File: config.mk
export PLATFORM = sky130hd
export DESIGN_NAME = vector_norm_distance_dot
export DESIGN_NICKNAME = d
export VERILOG_FILES = /design/src/sv/vnd_pkg.sv /design/src/sv/vnd_mac.sv /design/src/sv/vnd_sqrt.sv /design/src/sv/vector_norm_distance_dot.sv
export VERILOG_INCLUDE_DIRS = /design/src /design/src/sv
export SDC_FILE = /design/constraint.sdc
export NUM_CORES = 2
export LEC_CHECK = 0
export BUFFER_PORTS_ARGS = -buffer_cell sky130_fd_sc_hd__buf_2
export CORE_MARGIN = 10
export CORE_UTILIZATION = 59
export CTS_CLUSTER_SIZE = 8
export DETAILED_ROUTE_END_ITERATION = 8
export GPL_TIMING_DRIVEN = 0
export PLACE_DENSITY = 0.73
export REMOVE_ABC_BUFFERS = 1
export SLEW_MARGIN = 20
export SYNTH_ARGS = -nofsm -noshare
export SYNTH_HDL_FRONTEND = slang
export SYNTH_SLANG_ARGS = --single-unit
File: constraint.sdc
create_clock -name clk -period 14.6 [get_ports clk]
set_input_delay 0.73 -clock clk [delete_from_list [all_inputs] [get_ports clk]]
set_output_delay 0.73 -clock clk [all_outputs]
set_load 0.02 [all_outputs]
File: src/sv/assert_macros.svh
// Assertion macros shared by the vector norm, distance and dot product RTL.
// Included by the modules that carry concurrent assertions.
`ifndef ASSERT_MACROS_SVH
`define ASSERT_MACROS_SVH

// Clocked assertion that is switched off while reset is high.
`define ASSERT_CLK(label, clk, rst, prop, msg) \
  label: assert property (@(posedge clk) disable iff (rst) (prop)) else $error(msg);

// Clocked assertion that also holds during reset.
`define ASSERT_ALWAYS(label, clk, prop, msg) \
  label: assert property (@(posedge clk) (prop)) else $error(msg);

`endif

File: src/sv/vnd_pkg.sv
// Types and fixed widths for the vector norm, distance and dot product block.
// No dependencies; imported by every module of the block.
`timescale 1ns / 1ps

package vnd_pkg;

  localparam int IN_W      = 16;  // width of an element field
  localparam int ELEM_BITS = 16;  // elements are sign extended from these bits
  localparam int OPND_W    = 17;  // multiplier operand, wide enough for a - b
  localparam int PROD_W    = 2 * OPND_W;
  localparam int SQ_A_W    = 41;
  localparam int SQ_B_W    = 41;
  localparam int SQ_DIFF_W = 43;
  localparam int DOT_W     = 42;
  localparam int ACC_W     = 43;  // width of the shared accumulate adder
  localparam int NORM_W    = 21;
  localparam int DIST_W    = 22;
  localparam int ROOT_W    = 22;
  localparam int RAD_W     = 2 * ROOT_W;

  typedef enum logic [1:0] {
    OP_SQ_A    = 2'd0,
    OP_SQ_B    = 2'd1,
    OP_SQ_DIFF = 2'd2,
    OP_DOT     = 2'd3
  } mac_op_t;

  typedef struct packed {
    logic    issue;  // start a multiply for op this cycle
    mac_op_t op;
    logic    clear;  // zero all accumulators
  } mac_ctrl_t;

  function automatic logic signed [OPND_W-1:0] sext_elem(input logic [IN_W-1:0] x);
    return OPND_W'($signed(x[ELEM_BITS-1:0]));
  endfunction

endpackage

File: src/sv/vnd_mac.sv
// Shared multiplier and accumulate adder holding the four running sums.
// Depends on vnd_pkg; driven by the sequencer in vector_norm_distance_dot.
`timescale 1ns / 1ps

module vnd_mac (
  input  logic                                  clk,
  input  logic                                  rst,
  input  logic signed [vnd_pkg::OPND_W-1:0]     a,
  input  logic signed [vnd_pkg::OPND_W-1:0]     b,
  input  vnd_pkg::mac_ctrl_t                    ctrl,
  output logic        [vnd_pkg::SQ_A_W-1:0]     sum_sq_a,
  output logic        [vnd_pkg::SQ_B_W-1:0]     sum_sq_b,
  output logic        [vnd_pkg::SQ_DIFF_W-1:0]  sum_sq_diff,
  output logic        [vnd_pkg::DOT_W-1:0]      dot_acc
);
  import vnd_pkg::*;

  logic signed [OPND_W-1:0] diff;
  logic signed [OPND_W-1:0] opnd_x;
  logic signed [OPND_W-1:0] opnd_y;
  logic signed [PROD_W-1:0] prod;
  mac_op_t                  prod_op;
  logic                     prod_valid;
  logic        [ACC_W-1:0]  acc_sel;
  logic        [ACC_W-1:0]  prod_ext;
  logic        [ACC_W-1:0]  acc_sum;

  // Operands stay within 16 bits, so the difference fits the operand width.
  assign diff = a - b;

  always_comb begin
    unique case (ctrl.op)
      OP_SQ_A: begin
        opnd_x = a;
        opnd_y = a;
      end
      OP_SQ_B: begin
        opnd_x = b;
        opnd_y = b;
      end
      OP_SQ_DIFF: begin
        opnd_x = diff;
        opnd_y = diff;
      end
      OP_DOT: begin
        opnd_x = a;
        opnd_y = b;
      end
      default: begin
        opnd_x = a;
        opnd_y = b;
      end
    endcase
  end

  always_ff @(posedge clk) begin
    if (rst) begin
      prod_valid <= 1'b0;
    end else begin
      prod_valid <= ctrl.issue;
    end
    prod    <= PROD_W'(opnd_x) * PROD_W'(opnd_y);
    prod_op <= ctrl.op;
  end

  always_comb begin
    unique case (prod_op)
      OP_SQ_A:    acc_sel = ACC_W'(sum_sq_a);
      OP_SQ_B:    acc_sel = ACC_W'(sum_sq_b);
      OP_SQ_DIFF: acc_sel = ACC_W'(sum_sq_diff);
      OP_DOT:     acc_sel = ACC_W'(dot_acc);
      default:    acc_sel = ACC_W'(dot_acc);
    endcase
  end

  // Each sum wraps at its own width, so the upper adder bits are simply dropped.
  assign prod_ext = unsigned'(ACC_W'(prod));
  assign acc_sum  = acc_sel + prod_ext;

  always_ff @(posedge clk) begin
    if (rst || ctrl.clear) begin
      sum_sq_a    <= '0;
      sum_sq_b    <= '0;
      sum_sq_diff <= '0;
      dot_acc     <= '0;
    end else if (prod_valid) begin
      unique case (prod_op)
        OP_SQ_A:    sum_sq_a    <= acc_sum[SQ_A_W-1:0];
        OP_SQ_B:    sum_sq_b    <= acc_sum[SQ_B_W-1:0];
        OP_SQ_DIFF: sum_sq_diff <= acc_sum[SQ_DIFF_W-1:0];
        OP_DOT:     dot_acc     <= acc_sum[DOT_W-1:0];
        default:    dot_acc     <= acc_sum[DOT_W-1:0];
      endcase
    end
  end

endmodule

File: src/sv/vnd_sqrt.sv
// Iterative floor square root, two radicand bits per cycle.
// Depends on vnd_pkg and assert_macros.svh.
`timescale 1ns / 1ps
`include "assert_macros.svh"

module vnd_sqrt (
  input  logic                          clk,
  input  logic                          rst,
  input  logic                          start,
  input  logic [vnd_pkg::RAD_W-1:0]     radicand,
  output logic                          done,
  output logic [vnd_pkg::ROOT_W-1:0]    root
);
  import vnd_pkg::*;

  localparam int REM_W  = ROOT_W + 4;
  localparam int ITER_W = $clog2(ROOT_W);

  logic              busy;
  logic [ITER_W-1:0] iter;
  logic [RAD_W-1:0]  rad_sh;
  logic [REM_W-1:0]  rem;
  logic [REM_W-1:0]  rem_sh;
  logic [REM_W-1:0]  trial;
  logic              fits;

  // Bring down the next two radicand bits and try appending a one to the root.
  assign rem_sh = {rem[REM_W-3:0], rad_sh[RAD_W-1 -: 2]};
  assign trial  = REM_W'({root, 2'b01});
  assign fits   = (rem_sh >= trial);

  always_ff @(posedge clk) begin
    if (rst) begin
      busy <= 1'b0;
      done <= 1'b0;
    end else begin
      done <= !start && busy && (iter == '0);
      if (start) begin
        busy <= 1'b1;
      end else if (busy && (iter == '0)) begin
        busy <= 1'b0;
      end
    end
    if (start) begin
      rad_sh <= radicand;
      rem    <= '0;
      root   <= '0;
      iter   <= ITER_W'(ROOT_W - 1);
    end else if (busy) begin
      rad_sh <= {rad_sh[RAD_W-3:0], 2'b00};
      rem    <= fits ? (rem_sh - trial) : rem_sh;
      root   <= {root[ROOT_W-2:0], fits};
      iter   <= iter - ITER_W'(1);
    end
  end

  `ASSERT_CLK(a_no_restart, clk, rst, start |-> !busy, "square root restarted while busy")
  `ASSERT_CLK(a_done_idle, clk, rst, done |-> !busy, "square root done while still iterating")

endmodule

File: src/sv/vector_norm_distance_dot.sv
// Top level: sequencer, element counters and result registers.
// Depends on vnd_pkg, vnd_mac, vnd_sqrt and assert_macros.svh.
//
// Usage:
//   An element pair is one transaction, accepted at a rising edge where start
//   is high and busy is low. has_a and has_b say which side is present; last
//   closes the vectors. Elements beyond MAX_LEN on a side are dropped and
//   reported through overflowed.
//   Each transaction runs four products through one shared multiplier and one
//   shared accumulate adder: busy stays high through the four products and the
//   drain that follows, so a new pair is taken only once the previous one has drained.
//   On a last pair one iterative square root unit then runs three times, and
//   done is high for exactly one cycle, once the distance root is registered,
//   with norm_a, norm_b, distance, dot, lengths_match and overflowed valid in
//   that cycle only. The receiver cannot stall; the result must be taken in
//   that cycle. All sums, counts and the overflow flag clear as the result
//   leaves.
//   A synchronous reset clears the sums, counts and sequencer; the block is
//   ready in the cycle after reset falls.
`timescale 1ns / 1ps
`include "assert_macros.svh"

module vector_norm_distance_dot #(
  parameter int MAX_LEN = 1024
) (
  input  logic                                 clk,
  input  logic                                 rst,
  input  logic                                 start,
  output logic                                 busy,
  input  logic        [vnd_pkg::IN_W-1:0]      elem_a,
  input  logic        [vnd_pkg::IN_W-1:0]      elem_b,
  input  logic                                 has_a,
  input  logic                                 has_b,
  input  logic                                 last,
  output logic                                 done,
  output logic        [vnd_pkg::NORM_W-1:0]    norm_a,
  output logic        [vnd_pkg::NORM_W-1:0]    norm_b,
  output logic        [vnd_pkg::DIST_W-1:0]    distance,
  output logic signed [vnd_pkg::DOT_W-1:0]     dot,
  output logic                                 lengths_match,
  output logic                                 overflowed
);
  import vnd_pkg::*;

  localparam int CNT_W = $clog2(MAX_LEN + 1);
  localparam logic [CNT_W-1:0] MAX_CNT = CNT_W'(MAX_LEN);

  typedef enum logic [5:0] {
    S_IDLE      = 6'b000001,
    S_MAC       = 6'b000010,
    S_DRAIN     = 6'b000100,
    S_ROOT_GO   = 6'b001000,
    S_ROOT_WAIT = 6'b010000,
    S_DONE      = 6'b100000
  } state_t;

  typedef enum logic [1:0] {
    ROOT_A    = 2'd0,
    ROOT_B    = 2'd1,
    ROOT_DIFF = 2'd2
  } root_sel_t;

  state_t                   state;
  state_t                   state_next;
  mac_op_t                  op_cnt;
  root_sel_t                root_sel;
  logic                     last_r;
  logic signed [OPND_W-1:0] a_r;
  logic signed [OPND_W-1:0] b_r;
  logic [CNT_W-1:0]         count_a;
  logic [CNT_W-1:0]         count_b;
  logic                     overflow_flag;
  logic                     accept;
  logic                     take_a;
  logic                     take_b;
  mac_ctrl_t                mac_ctrl;
  logic [SQ_A_W-1:0]        sum_sq_a;
  logic [SQ_B_W-1:0]        sum_sq_b;
  logic [SQ_DIFF_W-1:0]     sum_sq_diff;
  logic [DOT_W-1:0]         dot_acc;
  logic                     sq_start;
  logic                     sq_done;
  logic [RAD_W-1:0]         radicand;
  logic [ROOT_W-1:0]        root;
  logic [NORM_W-1:0]        norm_a_r;
  logic [NORM_W-1:0]        norm_b_r;
  logic [DIST_W-1:0]        dist_r;

  assign accept = start && !busy;
  assign take_a = has_a && (count_a < MAX_CNT);
  assign take_b = has_b && (count_b < MAX_CNT);

  always_comb begin
    state_next = state;
    unique case (state)
      S_IDLE:      if (start) state_next = S_MAC;
      S_MAC:       if (op_cnt == OP_DOT) state_next = S_DRAIN;
      S_DRAIN:     state_next = last_r ? S_ROOT_GO : S_IDLE;
      S_ROOT_GO:   state_next = S_ROOT_WAIT;
      S_ROOT_WAIT: begin
        if (sq_done) state_next = (root_sel == ROOT_DIFF) ? S_DONE : S_ROOT_GO;
      end
      S_DONE:      state_next = S_IDLE;
      default:     state_next = S_IDLE;
    endcase
  end

  always_ff @(posedge clk) begin
    if (rst) begin
      state         <= S_IDLE;
      op_cnt        <= OP_SQ_A;
      root_sel      <= ROOT_A;
      last_r        <= 1'b0;
      count_a       <= '0;
      count_b       <= '0;
      overflow_flag <= 1'b0;
    end else begin
      state <= state_next;
      if (accept) begin
        last_r  <= last;
        op_cnt  <= OP_SQ_A;
        count_a <= count_a + CNT_W'(take_a);
        count_b <= count_b + CNT_W'(take_b);
        if ((has_a && !take_a) || (has_b && !take_b)) begin
          overflow_flag <= 1'b1;
        end
      end else if (state == S_MAC) begin
        op_cnt <= mac_op_t'(op_cnt + 2'd1);
      end
      if (state == S_DRAIN) begin
        root_sel <= ROOT_A;
      end else if ((state == S_ROOT_WAIT) && sq_done && (root_sel != ROOT_DIFF)) begin
        root_sel <= root_sel_t'(root_sel + 2'd1);
      end
      if (state == S_DONE) begin
        count_a       <= '0;
        count_b       <= '0;
        overflow_flag <= 1'b0;
      end
    end
  end

  // A dropped or absent element enters every sum as zero.
  always_ff @(posedge clk) begin
    if (accept) begin
      a_r <= take_a ? sext_elem(elem_a) : '0;
      b_r <= take_b ? sext_elem(elem_b) : '0;
    end
    if ((state == S_ROOT_WAIT) && sq_done) begin
      unique case (root_sel)
        ROOT_A:    norm_a_r <= root[NORM_W-1:0];
        ROOT_B:    norm_b_r <= root[NORM_W-1:0];
        ROOT_DIFF: dist_r   <= root[DIST_W-1:0];
        default:   dist_r   <= root[DIST_W-1:0];
      endcase
    end
  end

  assign mac_ctrl.issue = (state == S_MAC);
  assign mac_ctrl.op    = op_cnt;
  assign mac_ctrl.clear = (state == S_DONE);

  vnd_mac u_mac (
    .clk         (clk),
    .rst         (rst),
    .a           (a_r),
    .b           (b_r),
    .ctrl        (mac_ctrl),
    .sum_sq_a    (sum_sq_a),
    .sum_sq_b    (sum_sq_b),
    .sum_sq_diff (sum_sq_diff),
    .dot_acc     (dot_acc)
  );

  always_comb begin
    unique case (root_sel)
      ROOT_A:    radicand = RAD_W'(sum_sq_a);
      ROOT_B:    radicand = RAD_W'(sum_sq_b);
      ROOT_DIFF: radicand = RAD_W'(sum_sq_diff);
      default:   radicand = RAD_W'(sum_sq_diff);
    endcase
  end

  assign sq_start = (state == S_ROOT_GO);

  vnd_sqrt u_sqrt (
    .clk      (clk),
    .rst      (rst),
    .start    (sq_start),
    .radicand (radicand),
    .done     (sq_done),
    .root     (root)
  );

  assign busy          = (state != S_IDLE);
  assign done          = (state == S_DONE);
  assign norm_a        = norm_a_r;
  assign norm_b        = norm_b_r;
  assign distance      = dist_r;
  assign dot           = $signed(dot_acc);
  assign lengths_match = (count_a == count_b);
  assign overflowed    = overflow_flag;

  `ASSERT_CLK(a_accept_busy, clk, rst, (start && !busy) |=> busy, "accepted transaction not busy")
  `ASSERT_CLK(a_done_pulse, clk, rst, done |=> (!done && !busy), "result strobe held or block stuck")
  `ASSERT_CLK(a_root_in_wait, clk, rst, sq_done |-> (state == S_ROOT_WAIT), "root finished out of sequence")

endmodule
==> impl_metrics.ini <==
[route]
final_antenna_net_count = 0
vias_per_cell = 6.00
first_pass_iters = 5
wire_per_inst_um = 20.0
drt-initial-drc-count = 2159
vias = 26391
drc = 0
routed_wl_um = 88000

[min_path]
min_path_type = primary input to flop

[timing]
fmax_mhz = 98.3
finalCritPeriodShare_pct = 69.6
tns_ns = 0
max_slew.worst_pin.slew_ns = 1.18
hold_slack_ns = 0.382
slew_violations = 0
finalSetupViolations = 0
max_slew_margin_pct = 21.0
finalCriticalPeriod_ns = 10.17
rsz0062_at_grt = no
skew_ns = 0.0485
hold_viol_final = 0

[global_route]
grt_usage_pct = 27.3
grt_first_pass_wirelength_um = 141000
grt_pass1_vias = 26726
grt_overflow = 0
antenna_found_initial = 0
grt_start_max_net_pins = 64

[floorplan]
dieArea_mm2 = 0.0647
row_count = 85
chipHeight_um = 254
start_util_pct = 59.9
die_w_um = 254
core_area_mm2 = 0.0541
io_pins = 148

[final_layout]
layout-drive-gt1-share_pct = 9.35
fin_cells = 4397
final_core_util_pct = 66.3
nFillCells = 4324
area_growth_pct = 10.7
final_nets = 4173
diodes = 0

[logic_synthesis]
async_reset_ff_share_pct = 0
ys_ff_latch = 431
seq_area_frac_synth_pct = 30.9
yosysUniqueCellTypes = 81
syn_inst = 3578
syn-mean-instance-area_um2 = 9.06
ys_warn_count = 0
synth_edf_count = 140
synth_area_mm2 = 0.0324
synth_flop_cell = dfxtp_1

[clock_tree]
cts_root_buf = clkbuf_16
clkTransAtPathRegs_ns = 0.06
cts_buffers = 60
clkLatencyLatePin_ns = 0.64
postCtsSetupBuffers = 0
cts_max_level = 2
hold_buffers = 0
cts_sinks = 431
cts_tree = yes
clk_path_buf_depth = 3
cts-resized-gates = 0

[flow_run]
drv_cap = 0

[setup_path]
crit_buf_inv = 6
critPathLaunchType = flop
crit_path_end_kind = flop
crit_top_cell = fa_1
path_max_fanout = 19
cpPeakStageDelay_ns = 0.92
cp_slowest_cell = dfxtp_1
critPathTopFamily = adder cells
required_ns = 15.06
crit_type = flop to flop
cp.arrival_ns = 10.63

[place]
portBuffers = 147
gp_congestion = 0.938
hpwlAfterDp_um = 64200
dpl.cell_count = 4291

[run_status]
status = finished clean
layout by cell type (no fill, tap or decap), types with 41 or more instances in the layout:
master,count
xnor2_1,85
nand2_1,559
dfxtp_1,288
nand3_1,72
clkbuf_16,61
a21o_1,59
o21ai_0,130
edfxtp_1,140
inv_1,398
fa_1,299
and2_1,57
a21oi_1,320
ha_1,174
nor2_1,273
mux4_2,41
buf_2,147
Yosys cell counts (all sizes together), types with 35 or more instances:
master  number  area share [%]
nand2      559             6.5
a211oi      36            0.83
nor2       277             3.2
fa         299              18
nand3       73             1.1
ha         178             6.9
inv        400             4.6
dfxtp      291              18
a22o        40             1.1
xnor2       85             2.3
mux2i       35             1.1
a21o        59             1.4
o21ai      148             2.3
edfxtp     140              13
mux4        41             2.8
a21oi      324             5.0
clkbuf     146             1.7
and2        57             1.1
sequential cells by signal, indices dropped and copies added (netlist names), 21 cells and up:
| name | flops |
|---|---|
| distance | 22 |
| norm_a | 21 |
| norm_b | 21 |
| u_mac.dot_acc | 42 |
| u_mac.prod | 34 |
| u_mac.sum_sq_a | 41 |
| u_mac.sum_sq_b | 41 |
| u_mac.sum_sq_diff | 43 |
| u_sqrt.rad_sh | 44 |
| u_sqrt.rem | 24 |
| u_sqrt.root | 22 |
path summary, 6_finish.rpt:
| kind | start | cells past startpoint | endpoint | slack, ns |
|---|---|---|---|---|
| worst max register to register | op_cnt[0] | 26 | u_mac.prod[33] | 4.43 |
| worst min register to register | u_sqrt.rem[22] | 2 | u_sqrt.rem[22] | 0.46 |
| worst max-delay path | op_cnt[0] | 26 | u_mac.prod[33] | 4.43 |
| worst min-delay path | last | 3 | last_r | 0.38 |
per-layer routing:
metal | share of wire [%] | vias up | GRT usage [%] | wire [um]
li1 | - | 12179 | - | -
met1 | 40 | 12863 | 34.4 | 35000
met2 | 48 | 1155 | 46.7 | 42600
met3 | 8.3 | 194 | 4.40 | 7310
met4 | 3.5 | 0 | 10.3 | 3050
met5 | 0 | - | 0 | 0
cell families after synthesis:
group / synth area share, %
DFF: 30.9
muxes: 3.96
xor gates and xnor gates: 3.22
adders and majority gates: 25.3
AOI/OAI and AO/OA: 14.4
and+or+nand+nor: 15.6
buffers and inverters: 6.57
layout make-up:
class	instances	area, um2	area share, %
sequential	431	10000	28.0
timing repair buffer	182	1250	3.48
inverter	402	1510	4.21
clock buffer	102	1700	4.74
clock inverter	3	76.3	0.213
tap	696	871	2.43
multi-input combinational	2581	20400	56.9
worst min-delay path: stages:
cell and delay (ns):
buf_2 0.13, nand2_1 0.06, a21oi_1 0.05
per-stage QoR:
| step | setup slack (ns) | area (um2) |
|---|---|---|
| floorplan | 6.24 | 31800 |
| global placement | 3.72 | 33400 |
| detailed placement | 4.53 | 34100 |
| CTS | 4.49 | 35900 |
| global route | 3.93 | 35900 |
| finish | 4.43 | 35900 |
Power is not shown: default switching activity piles up to over one toggle a cycle in this logic, so the estimate is an artifact.
